--- config.mk ---
export PLATFORM = sky130hd
export DESIGN_NAME = crop_zoom_pixel_remap_top
export DESIGN_NICKNAME = d
export VERILOG_FILES = /design/src/hw/rtl/czr_pkg.sv /design/src/hw/rtl/czr_mod_pipe.sv /design/src/hw/rtl/crop_zoom_pixel_remap_top.sv
export SDC_FILE = /design/constraint.sdc
export NUM_CORES = 2
export LEC_CHECK = 0
export BUFFER_PORTS_ARGS = -buffer_cell sky130_fd_sc_hd__buf_2
export CAP_MARGIN = 20
export CELL_PAD_IN_SITES_DETAIL_PLACEMENT = 0
export CELL_PAD_IN_SITES_GLOBAL_PLACEMENT = 1
export CORE_MARGIN = 1.5
export CORE_UTILIZATION = 56
export CTS_CLUSTER_DIAMETER = 60
export DETAILED_ROUTE_END_ITERATION = 10
export PLACE_DENSITY = 0.95
export RECOVER_POWER = 25
export SYNTH_ARGS = -nofsm -noshare
export SYNTH_HDL_FRONTEND = slang
export SYNTH_SLANG_ARGS = --single-unit
--- constraint.sdc ---
create_clock -name clk -period 16.2 [get_ports clk]
set_input_delay 0 -clock clk [delete_from_list [all_inputs] [get_ports clk]]
set_output_delay 0 -clock clk [all_outputs]
set_load 0.01 [all_outputs]
--- src/hw/rtl/czr_pkg.sv ---
// Shared widths, register indexes and types for the crop/zoom pixel remapper.
package czr_pkg;

  // field and datapath widths
  localparam int PIX_W      = 12;  // pixel index, input and output
  localparam int SIZE_W     = 13;  // frame size register
  localparam int PER_W      = SIZE_W + 1;  // mirror period, twice the size
  localparam int START_W    = 32;  // signed window origin
  localparam int STEP_W     = 19;  // unsigned step
  localparam int PROD_W     = PIX_W + STEP_W;
  localparam int SUM_W      = PROD_W + 3;  // origin plus product, never wraps
  localparam int MAX_SIZE   = 4096;  // frame size saturation

  // configuration port
  localparam int CFG_IDX_W  = 3;
  localparam int CFG_DATA_W = 32;

  localparam logic [CFG_IDX_W-1:0] REG_FRAME_WIDTH  = 3'd0;
  localparam logic [CFG_IDX_W-1:0] REG_FRAME_HEIGHT = 3'd1;
  localparam logic [CFG_IDX_W-1:0] REG_BLACK_FILL   = 3'd2;
  localparam logic [CFG_IDX_W-1:0] REG_START_X      = 3'd3;
  localparam logic [CFG_IDX_W-1:0] REG_START_Y      = 3'd4;
  localparam logic [CFG_IDX_W-1:0] REG_STEP_X       = 3'd5;
  localparam logic [CFG_IDX_W-1:0] REG_STEP_Y       = 3'd6;

  // flags that ride along the remainder pipeline, lane 0 is x, lane 1 is y
  typedef struct packed {
    logic       fill;
    logic [1:0] neg;
  } czr_side_t;

endpackage

--- src/hw/rtl/czr_mod_pipe.sv ---
// Pipelined restoring remainder unit, two lanes (x and y), three bits per stage.
module czr_mod_pipe
  import czr_pkg::*;
#(
  parameter int MAG_W = 18
) (
  input  logic                        clk,
  input  logic                        rst_n,
  input  logic                        in_valid,
  output logic                        in_ready,
  input  logic [1:0][MAG_W-1:0]       in_mag,
  input  czr_side_t                   in_side,
  input  logic [1:0][PER_W-1:0]       per,
  output logic                        out_valid,
  input  logic                        out_ready,
  output logic [1:0][PER_W-1:0]       out_rem,
  output czr_side_t                   out_side
);

  localparam int BPS  = 3;
  localparam int NSTG = (MAG_W + BPS - 1) / BPS;
  localparam int DV_W = NSTG * BPS;

  logic [NSTG-1:0]              v_r;
  logic [NSTG-1:0]              rdy;
  logic [1:0][DV_W-1:0]         dvd_r  [NSTG];
  logic [1:0][PER_W-1:0]        rem_r  [NSTG];
  czr_side_t                    side_r [NSTG];

  for (genvar s = 0; s < NSTG; s++) begin : g_stg
    logic                  vin;
    logic                  rdn;
    logic [1:0][DV_W-1:0]  d_in;
    logic [1:0][PER_W-1:0] r_in;
    czr_side_t             sd_in;
    logic [1:0][DV_W-1:0]  d_nxt;
    logic [1:0][PER_W-1:0] r_nxt;

    if (s == 0) begin : g_head
      assign vin     = in_valid;
      assign d_in[0] = DV_W'(in_mag[0]);
      assign d_in[1] = DV_W'(in_mag[1]);
      assign r_in    = '0;
      assign sd_in   = in_side;
    end else begin : g_body
      assign vin   = v_r[s-1];
      assign d_in  = dvd_r[s-1];
      assign r_in  = rem_r[s-1];
      assign sd_in = side_r[s-1];
    end

    if (s == NSTG - 1) begin : g_tail
      assign rdn = out_ready;
    end else begin : g_mid
      assign rdn = rdy[s+1];
    end

    assign rdy[s] = !v_r[s] || rdn;

    // shift in the next dividend bits, subtract the period when it fits
    always_comb begin
      logic [PER_W:0]   t;
      logic [DV_W-1:0]  d;
      logic [PER_W-1:0] r;
      for (int l = 0; l < 2; l++) begin
        d = d_in[l];
        r = r_in[l];
        for (int b = 0; b < BPS; b++) begin
          t = {r, d[DV_W-1]};
          d = d << 1;
          if (t >= {1'b0, per[l]}) begin
            r = PER_W'(t - {1'b0, per[l]});
          end else begin
            r = t[PER_W-1:0];
          end
        end
        d_nxt[l] = d;
        r_nxt[l] = r;
      end
    end

    // stage valid
    always_ff @(posedge clk) begin
      if (!rst_n) begin
        v_r[s] <= 1'b0;
      end else if (rdy[s]) begin
        v_r[s] <= vin;
      end
    end

    // stage payload
    always_ff @(posedge clk) begin
      if (rdy[s] && vin) begin
        dvd_r[s]  <= d_nxt;
        rem_r[s]  <= r_nxt;
        side_r[s] <= sd_in;
      end
    end
  end

  assign in_ready  = rdy[0];
  assign out_valid = v_r[NSTG-1];
  assign out_rem   = rem_r[NSTG-1];
  assign out_side  = side_r[NSTG-1];

  // a finished remainder is always below its period
  a_rem_below_per: assert property (@(posedge clk) disable iff (!rst_n)
    out_valid |-> (out_rem[0] < per[0]) && (out_rem[1] < per[1]))
    else $error("remainder not below period");

endmodule

--- src/hw/rtl/crop_zoom_pixel_remap_top.sv ---
// Top level of the crop/zoom pixel remapper: config registers and address pipeline.
//
//  channel | dir | handshake          | payload
//  in_     | in  | in_tvalid/tready   | tdata: out_x, out_y
//  out_    | out | out_tvalid/tready  | tdata: src_x, src_y; tuser: fill_black
//  cfg_    | in  | cfg_valid/ready    | cfg_index, cfg_data
//
// One word per clock sustained while the output is not stalled. Words pass through
// stages A, B and C, then the remainder pipeline that retires three quotient bits
// per stage for the mirror fold, then output stage D.
// Synchronous active-low reset empties the pipeline and restores register defaults.
// Every stage has its own valid and loads when the next one can take its word,
// so bubbles close up under an output stall and nothing is lost or repeated.
module crop_zoom_pixel_remap_top
  import czr_pkg::*;
#(
  parameter int FRAC_BITS = 16  // fraction bits of start and step, 8 to 24
) (
  input  logic                  clk,
  input  logic                  rst_n,
  // input words
  input  logic                  in_tvalid,
  output logic                  in_tready,
  input  logic [2*PIX_W-1:0]    in_tdata,   // [11:0] out_x, [23:12] out_y
  // result words
  output logic                  out_tvalid,
  input  logic                  out_tready,
  output logic [2*PIX_W-1:0]    out_tdata,  // [11:0] src_x, [23:12] src_y
  output logic                  out_tuser,  // [0] fill_black
  // register writes
  input  logic                  cfg_valid,
  output logic                  cfg_ready,
  input  logic [CFG_IDX_W-1:0]  cfg_index,
  input  logic [CFG_DATA_W-1:0] cfg_data
);

  localparam int CW = SUM_W - FRAC_BITS;  // signed source coordinate width

  // configuration, sizes held already clamped to [1, MAX_SIZE]
  logic [SIZE_W-1:0]        w_eff_r;
  logic [SIZE_W-1:0]        h_eff_r;
  logic                     black_fill_r;
  logic signed [START_W-1:0] start_x_r;
  logic signed [START_W-1:0] start_y_r;
  logic [STEP_W-1:0]        step_x_r;
  logic [STEP_W-1:0]        step_y_r;
  logic [SIZE_W-1:0]        size_in;
  logic [SIZE_W-1:0]        size_clamp;
  logic [1:0][PER_W-1:0]    per;
  logic [1:0][SIZE_W-1:0]   size;

  // pipeline stages ahead of the remainder unit
  logic                      a_v_r;
  logic [1:0][PROD_W-1:0]    a_prod_r;
  logic                      b_v_r;
  logic [1:0][CW-1:0]        b_coord_r;
  logic                      c_v_r;
  logic [1:0][CW-1:0]        c_mag_r;
  czr_side_t                 c_side_r;
  logic                      a_rdy;
  logic                      b_rdy;
  logic                      c_rdy;
  logic                      d_rdy;

  logic [1:0][SUM_W-1:0]     b_coord_sum;
  logic [1:0][CW-1:0]        c_mag_nxt;
  czr_side_t                 c_side_nxt;

  // remainder unit and output stage
  logic                      m_in_ready;
  logic                      m_out_valid;
  logic [1:0][PER_W-1:0]     m_rem;
  czr_side_t                 m_side;
  logic [2*PIX_W-1:0]        out_tdata_nxt;
  logic [2*PIX_W-1:0]        out_tdata_r;
  logic                      out_tuser_r;
  logic                      out_tvalid_r;

  // size register clamp at write time
  assign size_in = cfg_data[SIZE_W-1:0];
  always_comb begin
    if (size_in == '0) begin
      size_clamp = SIZE_W'(1);
    end else if (32'(size_in) > 32'(MAX_SIZE)) begin
      size_clamp = SIZE_W'(MAX_SIZE);
    end else begin
      size_clamp = size_in;
    end
  end

  assign cfg_ready = 1'b1;

  // register file
  always_ff @(posedge clk) begin
    if (!rst_n) begin
      w_eff_r      <= SIZE_W'(640);
      h_eff_r      <= SIZE_W'(480);
      black_fill_r <= 1'b0;
      start_x_r    <= '0;
      start_y_r    <= '0;
      step_x_r     <= STEP_W'(65536);
      step_y_r     <= STEP_W'(65536);
    end else if (cfg_valid) begin
      case (cfg_index)
        REG_FRAME_WIDTH:  w_eff_r      <= size_clamp;
        REG_FRAME_HEIGHT: h_eff_r      <= size_clamp;
        REG_BLACK_FILL:   black_fill_r <= cfg_data[0];
        REG_START_X:      start_x_r    <= signed'(cfg_data[START_W-1:0]);
        REG_START_Y:      start_y_r    <= signed'(cfg_data[START_W-1:0]);
        REG_STEP_X:       step_x_r     <= cfg_data[STEP_W-1:0];
        REG_STEP_Y:       step_y_r     <= cfg_data[STEP_W-1:0];
        default: ;
      endcase
    end
  end

  assign size[0] = w_eff_r;
  assign size[1] = h_eff_r;
  assign per[0]  = {w_eff_r, 1'b0};
  assign per[1]  = {h_eff_r, 1'b0};

  // ready chain, each stage loads when empty or when its word moves on
  assign d_rdy     = !out_tvalid_r || out_tready;
  assign c_rdy     = !c_v_r || m_in_ready;
  assign b_rdy     = !b_v_r || c_rdy;
  assign a_rdy     = !a_v_r || b_rdy;
  assign in_tready = a_rdy;

  // stage A: index times step
  always_ff @(posedge clk) begin
    if (!rst_n) begin
      a_v_r <= 1'b0;
    end else if (a_rdy) begin
      a_v_r <= in_tvalid;
    end
  end

  always_ff @(posedge clk) begin
    if (a_rdy && in_tvalid) begin
      a_prod_r[0] <= PROD_W'(in_tdata[PIX_W-1:0] * step_x_r);
      a_prod_r[1] <= PROD_W'(in_tdata[2*PIX_W-1:PIX_W] * step_y_r);
    end
  end

  // stage B: add origin, floor by dropping fraction bits
  assign b_coord_sum[0] = SUM_W'(start_x_r) + SUM_W'(a_prod_r[0]);
  assign b_coord_sum[1] = SUM_W'(start_y_r) + SUM_W'(a_prod_r[1]);

  always_ff @(posedge clk) begin
    if (!rst_n) begin
      b_v_r <= 1'b0;
    end else if (b_rdy) begin
      b_v_r <= a_v_r;
    end
  end

  always_ff @(posedge clk) begin
    if (b_rdy && a_v_r) begin
      b_coord_r[0] <= b_coord_sum[0][SUM_W-1:FRAC_BITS];
      b_coord_r[1] <= b_coord_sum[1][SUM_W-1:FRAC_BITS];
    end
  end

  // stage C: magnitude and sign for the fold, range check for black fill
  always_comb begin
    logic [1:0] inr;
    for (int l = 0; l < 2; l++) begin
      c_side_nxt.neg[l] = b_coord_r[l][CW-1];
      c_mag_nxt[l] = b_coord_r[l][CW-1] ? CW'(-b_coord_r[l]) : b_coord_r[l];
      inr[l] = !b_coord_r[l][CW-1] && (32'(b_coord_r[l]) < 32'(size[l]));
    end
    c_side_nxt.fill = black_fill_r && !(inr[0] && inr[1]);
  end

  always_ff @(posedge clk) begin
    if (!rst_n) begin
      c_v_r <= 1'b0;
    end else if (c_rdy) begin
      c_v_r <= b_v_r;
    end
  end

  always_ff @(posedge clk) begin
    if (c_rdy && b_v_r) begin
      c_mag_r  <= c_mag_nxt;
      c_side_r <= c_side_nxt;
    end
  end

  // |coord| mod period
  czr_mod_pipe #(
    .MAG_W (CW)
  ) u_mod (
    .clk       (clk),
    .rst_n     (rst_n),
    .in_valid  (c_v_r),
    .in_ready  (m_in_ready),
    .in_mag    (c_mag_r),
    .in_side   (c_side_r),
    .per       (per),
    .out_valid (m_out_valid),
    .out_ready (d_rdy),
    .out_rem   (m_rem),
    .out_side  (m_side)
  );

  // stage D: floor-mod fixup for negatives, fold the upper half back
  always_comb begin
    logic [PER_W-1:0] m;
    logic [PER_W-1:0] src;
    for (int l = 0; l < 2; l++) begin
      m = (m_side.neg[l] && (m_rem[l] != '0)) ? PER_W'(per[l] - m_rem[l]) : m_rem[l];
      src = (m < {1'b0, size[l]}) ? m : PER_W'(per[l] - m - PER_W'(1));
      out_tdata_nxt[l*PIX_W +: PIX_W] = m_side.fill ? '0 : src[PIX_W-1:0];
    end
  end

  always_ff @(posedge clk) begin
    if (!rst_n) begin
      out_tvalid_r <= 1'b0;
    end else if (d_rdy) begin
      out_tvalid_r <= m_out_valid;
    end
  end

  always_ff @(posedge clk) begin
    if (d_rdy && m_out_valid) begin
      out_tdata_r <= out_tdata_nxt;
      out_tuser_r <= m_side.fill;
    end
  end

  assign out_tvalid = out_tvalid_r;
  assign out_tdata  = out_tdata_r;
  assign out_tuser  = out_tuser_r;

  // a black pixel carries zero coordinates
  a_fill_zero: assert property (@(posedge clk) disable iff (!rst_n)
    out_tvalid && out_tuser |-> out_tdata == '0)
    else $error("filled pixel with nonzero coordinates");

  // mirror mode never fills
  a_mirror_no_fill: assert property (@(posedge clk) disable iff (!rst_n)
    out_tvalid && !black_fill_r |-> !out_tuser)
    else $error("fill raised in mirror mode");

  // fetched coordinates lie inside the frame
  a_src_in_frame: assert property (@(posedge clk) disable iff (!rst_n)
    out_tvalid && !out_tuser |->
      (32'(out_tdata[PIX_W-1:0]) < 32'(w_eff_r)) &&
      (32'(out_tdata[2*PIX_W-1:PIX_W]) < 32'(h_eff_r)))
    else $error("source coordinate outside frame");

  // input backs up only when the output is held with a full pipeline
  a_stall_cause: assert property (@(posedge clk) disable iff (!rst_n)
    !in_tready |-> out_tvalid && !out_tready)
    else $error("input stalled without output backpressure");

endmodule

# Word level (Yosys, flattened, before mapping)
# Memory sizes are Yosys's and may differ from the RTL's.
# Cells that the tools add are included.
# op_classes
n_addsub	46
mul	2
order_cmp	41
n_eq_ne	6
n_mux	56
reduce_logical	50
# op_table
cell	count
$mux W14	38
$ge A15 B14 Y1	34
$sub A14 B14 Y14	36
$add A32 B32 Y33	2
$mul A12 B19 Y31	2
$lt A18 B13 Y1	2
$neg A18 Y18	2
$mux W17	2
$ge A1 B14 Y1	2
$lt A14 B13 Y1	2
$reduce_bool A14 Y1	2
$sub A1 B14 Y14	2
$mux W13	2
$mux W12	2
$sub A12 B1 Y12 const B	2
$sub A12 B12 Y12	2
$logic_and A1 B1 Y1	16
$reduce_and A2 Y1	7
$gt A13 B13 Y1 const B	1
$logic_not A1 Y1	13
$logic_not A13 Y1	1
$mux W1	12
$logic_or A1 B1 Y1	10
$eq A3 B3 Y1 const B	3
3 further kinds	4
# totals
reg_bits	301
mem_bits_rw	366
inputBits	64
out_inout_bits	28
wordCells	233
mem_count	3
# mem_list
name	depth	width	read_ports	rd_clocked_by_memory_dff	wr	line	text
u_mod.dvd_r	6	30	5	0	6	czr_mod_pipe.sv:26	logic [1:0][DV_W-1:0] dvd_r [NSTG];
u_mod.rem_r	6	28	6	0	6	czr_mod_pipe.sv:27	logic [1:0][PER_W-1:0] rem_r [NSTG];
u_mod.side_r	6	3	6	0	6	czr_mod_pipe.sv:28	czr_side_t side_r [NSTG];

# Longest topological paths before layout
# depth
word_depth	12
ltp_mapped	37
ltp_nobuf	34

# Modules after synthesis
# A second synthesis with hierarchy kept.
# hier_totals
hier_cells	7262
hier_area_um2	65200.0
# modules_own_cells
mod	n_inst	cells_each	area_each_um2
czr_mod_pipe	1	3875	34655.7
crop_zoom_pixel_remap_top	1	3387	30544.3

# Worst setup path before layout
# No wires, ideal clock.
# synth_path
path_kind	register to register
from	reg h_eff_r[1]
to	mem u_mod.rem_r[4][23] (netlist bit), data pin
setup_ns	0.259
arrival_ns	8.449
t_required_ns	15.941
slack_ns	7.492
stages_incl_launch_ff	34
cell_sequence	dfxtp_1 > inv_1 > fa_1 > a21o_1 > a21oi_1 > o21a_1 > o21ai_1 > o31ai_1 > clkbuf_1 > buf_2 > mux2i_1 > inv_1 > ha_1 > nor2b_1 > nor2_1 > o21ai_1 > a21oi_1 > o21ai_0 > a21o_1 > a221oi_2 > clkbuf_1 > mux2i_1 > ha_1 > nand2b_1 > a21oi_1 > o21ai_1 > a211o_1 > a311oi_1 > a41o_1 > a21oi_1 > nand3b_1 > clkbuf_1 > o22ai_1 > o21bai_1
# synth_rtl
item	line	text
start: declaration	crop_zoom_pixel_remap_top.sv:41	logic [SIZE_W-1:0] h_eff_r;
start signal: assignment	crop_zoom_pixel_remap_top.sv:106	REG_FRAME_HEIGHT: h_eff_r <= size_clamp;
end: declaration	czr_mod_pipe.sv:27	

==> results.json <==
{
  "status": "finished, violations left",
  "violations": "capacitance limit, slew limit",
  "finalSetupViolCount": 0,
  "p_leak_nw": 29.56,
  "use_met2_pct": 48.92,
  "gp_congestion": 0.9259,
  "cp_common_cell": "a21oi_1",
  "setup-tns-final_ps": 0,
  "cp.required_ps": 16620,
  "finalCritPeriodShare_pct": 57.70,
  "cp-endpoint": "u_mod.rem_r[4][27]$_DFFE_PP_",
  "reg2reg_from": "h_eff_r[1]$_SDFFE_PN0P_",
  "ios": 92,
  "r2r_slack_ps": 6850,
  "max_cap_viol_count": 4,
  "critPathArrivalTime_ps": 9770,
  "busiest_layer": "met2",
  "synthMostInstantiatedCell": "nand2_1",
  "clock_latency_ps": 640,
  "synth.yosys.seq_area_share_pct": 25.47,
  "synth_ff_type": "edfxtp_1",
  "maxSlewHeadroom_pct": -109.8,
  "syn2layout_area_growth_pct": 8.326,
  "fill_cells": 9411,
  "drtAntennaViolNets": 0,
  "critPathLaunchType": "flip-flop",
  "slew_viol_final": 208,
  "overflow": 0,
  "grt_util_met3_pct": 3.715,
  "cts_made_buffers": 74,
  "crit_start": "h_eff_r[1]$_SDFFE_PN0P_",
  "port_buffers": 90,
  "dp_worst_setup_slack_ps": 7066,
  "dpl.hpwl_mm": 123.3,
  "clkSlewWorstSetupHoldPaths_ps": 60,
  "diodes": 0,
  "die_h_um": 336.6,
  "critPathKind": "reg2reg",
  "clock.fmax_mhz": 107.0,
  "ff2ff_path_depth": 35,
  "yosysTopAreaCell": "edfxtp_1",
  "cts_root_buffer": "clkbuf_16",
  "groute.usage.overall_pct": 28.75,
  "core_area_um2": 110500,
  "fin_skew_ps": 36.83,
  "cts_resized": 0,
  "clkSinkCount": 575,
  "avgSynthCellArea_um2": 9.179,
  "firstDrtPassIters": 6,
  "cts_tree": "done",
  "utilization_pct": 61.10,
  "slowest_stage": "nand3b_1",
  "dieArea_um2": 113300,
  "grt_start_max_net_pins": 84,
  "powerDensity_nw_per_um2": 71.82,
  "grt_first_pass_wirelength_mm": 261.9,
  "hold_path_depth": 2,
  "tightest_slew_ps": 3148,
  "syn_area_um2": 62330,
  "cts_max_level": 3,
  "ys_ff_latch": 575,
  "slowest_delay_ps": 520,
  "place_area_um2": 64440,
  "antenna_found_initial": 5,
  "hp-class": "in2reg",
  "r2r-end": "u_mod.rem_r[4][27]$_DFFE_PP_",
  "die_w_um": 336.6,
  "rsz0062_at_grt": "false",
  "grt_pass1_vias": 49830,
  "irDropWorstVdd_v": 0.00008050,
  "crit_fanout": 22,
  "grtUsageMet1_pct": 38.47,
  "synth_area_leaders": "edfxtp_1 (21%), ha_1 (15%), fa_1 (12%)",
  "ys.warnings.count": 0,
  "setup_ws_ps": 6852,
  "post-route-drc-count": 0,
  "final_hold_viol_count": 0,
  "drive_gt1_share_pct": 7.117,
  "synth_edf_count": 436,
  "synth_cell_type_count": 100,
  "initial_core_util_pct": 56.40,
  "period_minus_slack_ps": 9348,
  "routedWlPerCell_um": 19.39,
  "yosys.area.top_type_share_pct": 21.00,
  "final_cell_area_um2": 67520,
  "synthArstFlopShare_pct": 0,
  "num_rows": 122,
  "clock_path_buffers": 3,
  "cp-end-kind": "flip-flop",
  "drt_wl_total_mm": 163.4,
  "vias": 49990,
  "netlist_instances": 6791,
  "drtIter0Drc": 3655,
  "vias_per_cell": 5.930,
  "synth_common_cells": "nand2_1 (863), ha_1 (738), inv_1 (685)",
  "final_nets": 8059
}
## area by class of cell
cell class | count | area [um2] | area share (%)
Clock buffer | 96 | 2079 | 3.080
Clock inverter | 42 | 580.6 | 0.8598
Inverter | 686 | 2575 | 3.813
Multi-Input combinational cell | 5347 | 43230 | 64.01
Sequential cell | 575 | 15880 | 23.51
Tap cell | 1488 | 1862 | 2.757
Timing Repair Buffer | 195 | 1328 | 1.966
## cell usage in the layout (no fill, tap or decap), drive strengths merged, types with 38 or more instances in the layout
master	count
nand2b	81
a211oi	43
nand4	69
clkbuf	129
fa	378
o21ai	327
nor4	38
xnor2	296
nor2	361
o21a	48
o21bai	55
mux2	221
nand2	863
nand3	98
a21o	181
a21boi	190
nor3	98
mux2i	73
ha	738
nor2b	112
xor2	121
inv	694
dlygate4sd3	40
o31ai	49
buf	122
edfxtp	436
dfxtp	139
and2	159
a21oi	374
## report_power, final
group | internal [mW] | total [mW] | switching, mW
registers | 1.68 | 1.71 | 0.0388
logic | 0.597 | 1.35 | 0.754
clock network | 1.09 | 1.78 | 0.691
total | 3.37 | 4.85 | 1.48
## per-layer routing
| layer | up-vias | part of all wire [%] |
|---|---|---|
| met5 | - | 0.035 |
| met4 | 8 | 2.7 |
| met3 | 283 | 6.5 |
| met2 | 1557 | 47 |
| met1 | 24220 | 43 |
| li1 | 23920 | - |
## worst min path at each step
stage                      start                    endpoint  slack, ps
floorplan           cfg_data[16]   step_x_r[16]$_SDFFE_PN1P_        120
global placement    cfg_data[29]  start_x_r[29]$_SDFFE_PN0P_        290
detailed placement  cfg_data[29]  start_x_r[29]$_SDFFE_PN0P_        300
CTS                 in_tdata[12]      a_prod_r[31]$_DFFE_PP_          3
global route        in_tdata[12]      a_prod_r[31]$_DFFE_PP_         30
finish              in_tdata[12]      a_prod_r[31]$_DFFE_PP_         40
## cell families after synthesis
group	after synthesis	share of synthesized area [%]
AO/OA/AOI/OAI	1493	15.80
XOR/XNOR	417	5.859
adder cells (fa/ha/maj)	1116	26.95
buffers and inverters	870	5.379
flip-flops	575	25.47
multiplexers	294	5.273
other	2	0.01205
AND/OR/NAND/NOR	2024	15.26
## critical path, delay by kind of cell, from the launching register on
family | cells | cell delay, ps
adders and majority gates | 3 | 1240
DFF | 1 | 340
and+or+nand+nor | 5 | 1330
buffers and inverters | 6 | 1460
AOI/OAI and AO/OA | 21 | 4710
## through the flow
step,hold WS [ps],std cells,total power [mW]
after floorplan,124.0,6792,2.768
after global placement,286.9,8244,3.029
after detailed placement,295.4,8245,3.063
after CTS,3.071,8423,4.850
after global routing,30.53,8429,5.072
final,36.75,8429,4.849
## state kept, by name, summed over array words and instances, names as in the netlist, 24 cells and up
signal and cells:
u_mod.dvd_r 90, a_prod_r 62, b_coord_r 34, start_y_r 32, u_mod.rem_r 168, c_mag_r 36
start_x_r 32, out_tdata 24
## timing repair
action,4_1_cts,5_1_grt
hold endpoints to repair,140,0
hold buffers,40,0
setup buffers,0,0
Power figures use the tool's default switching activity.
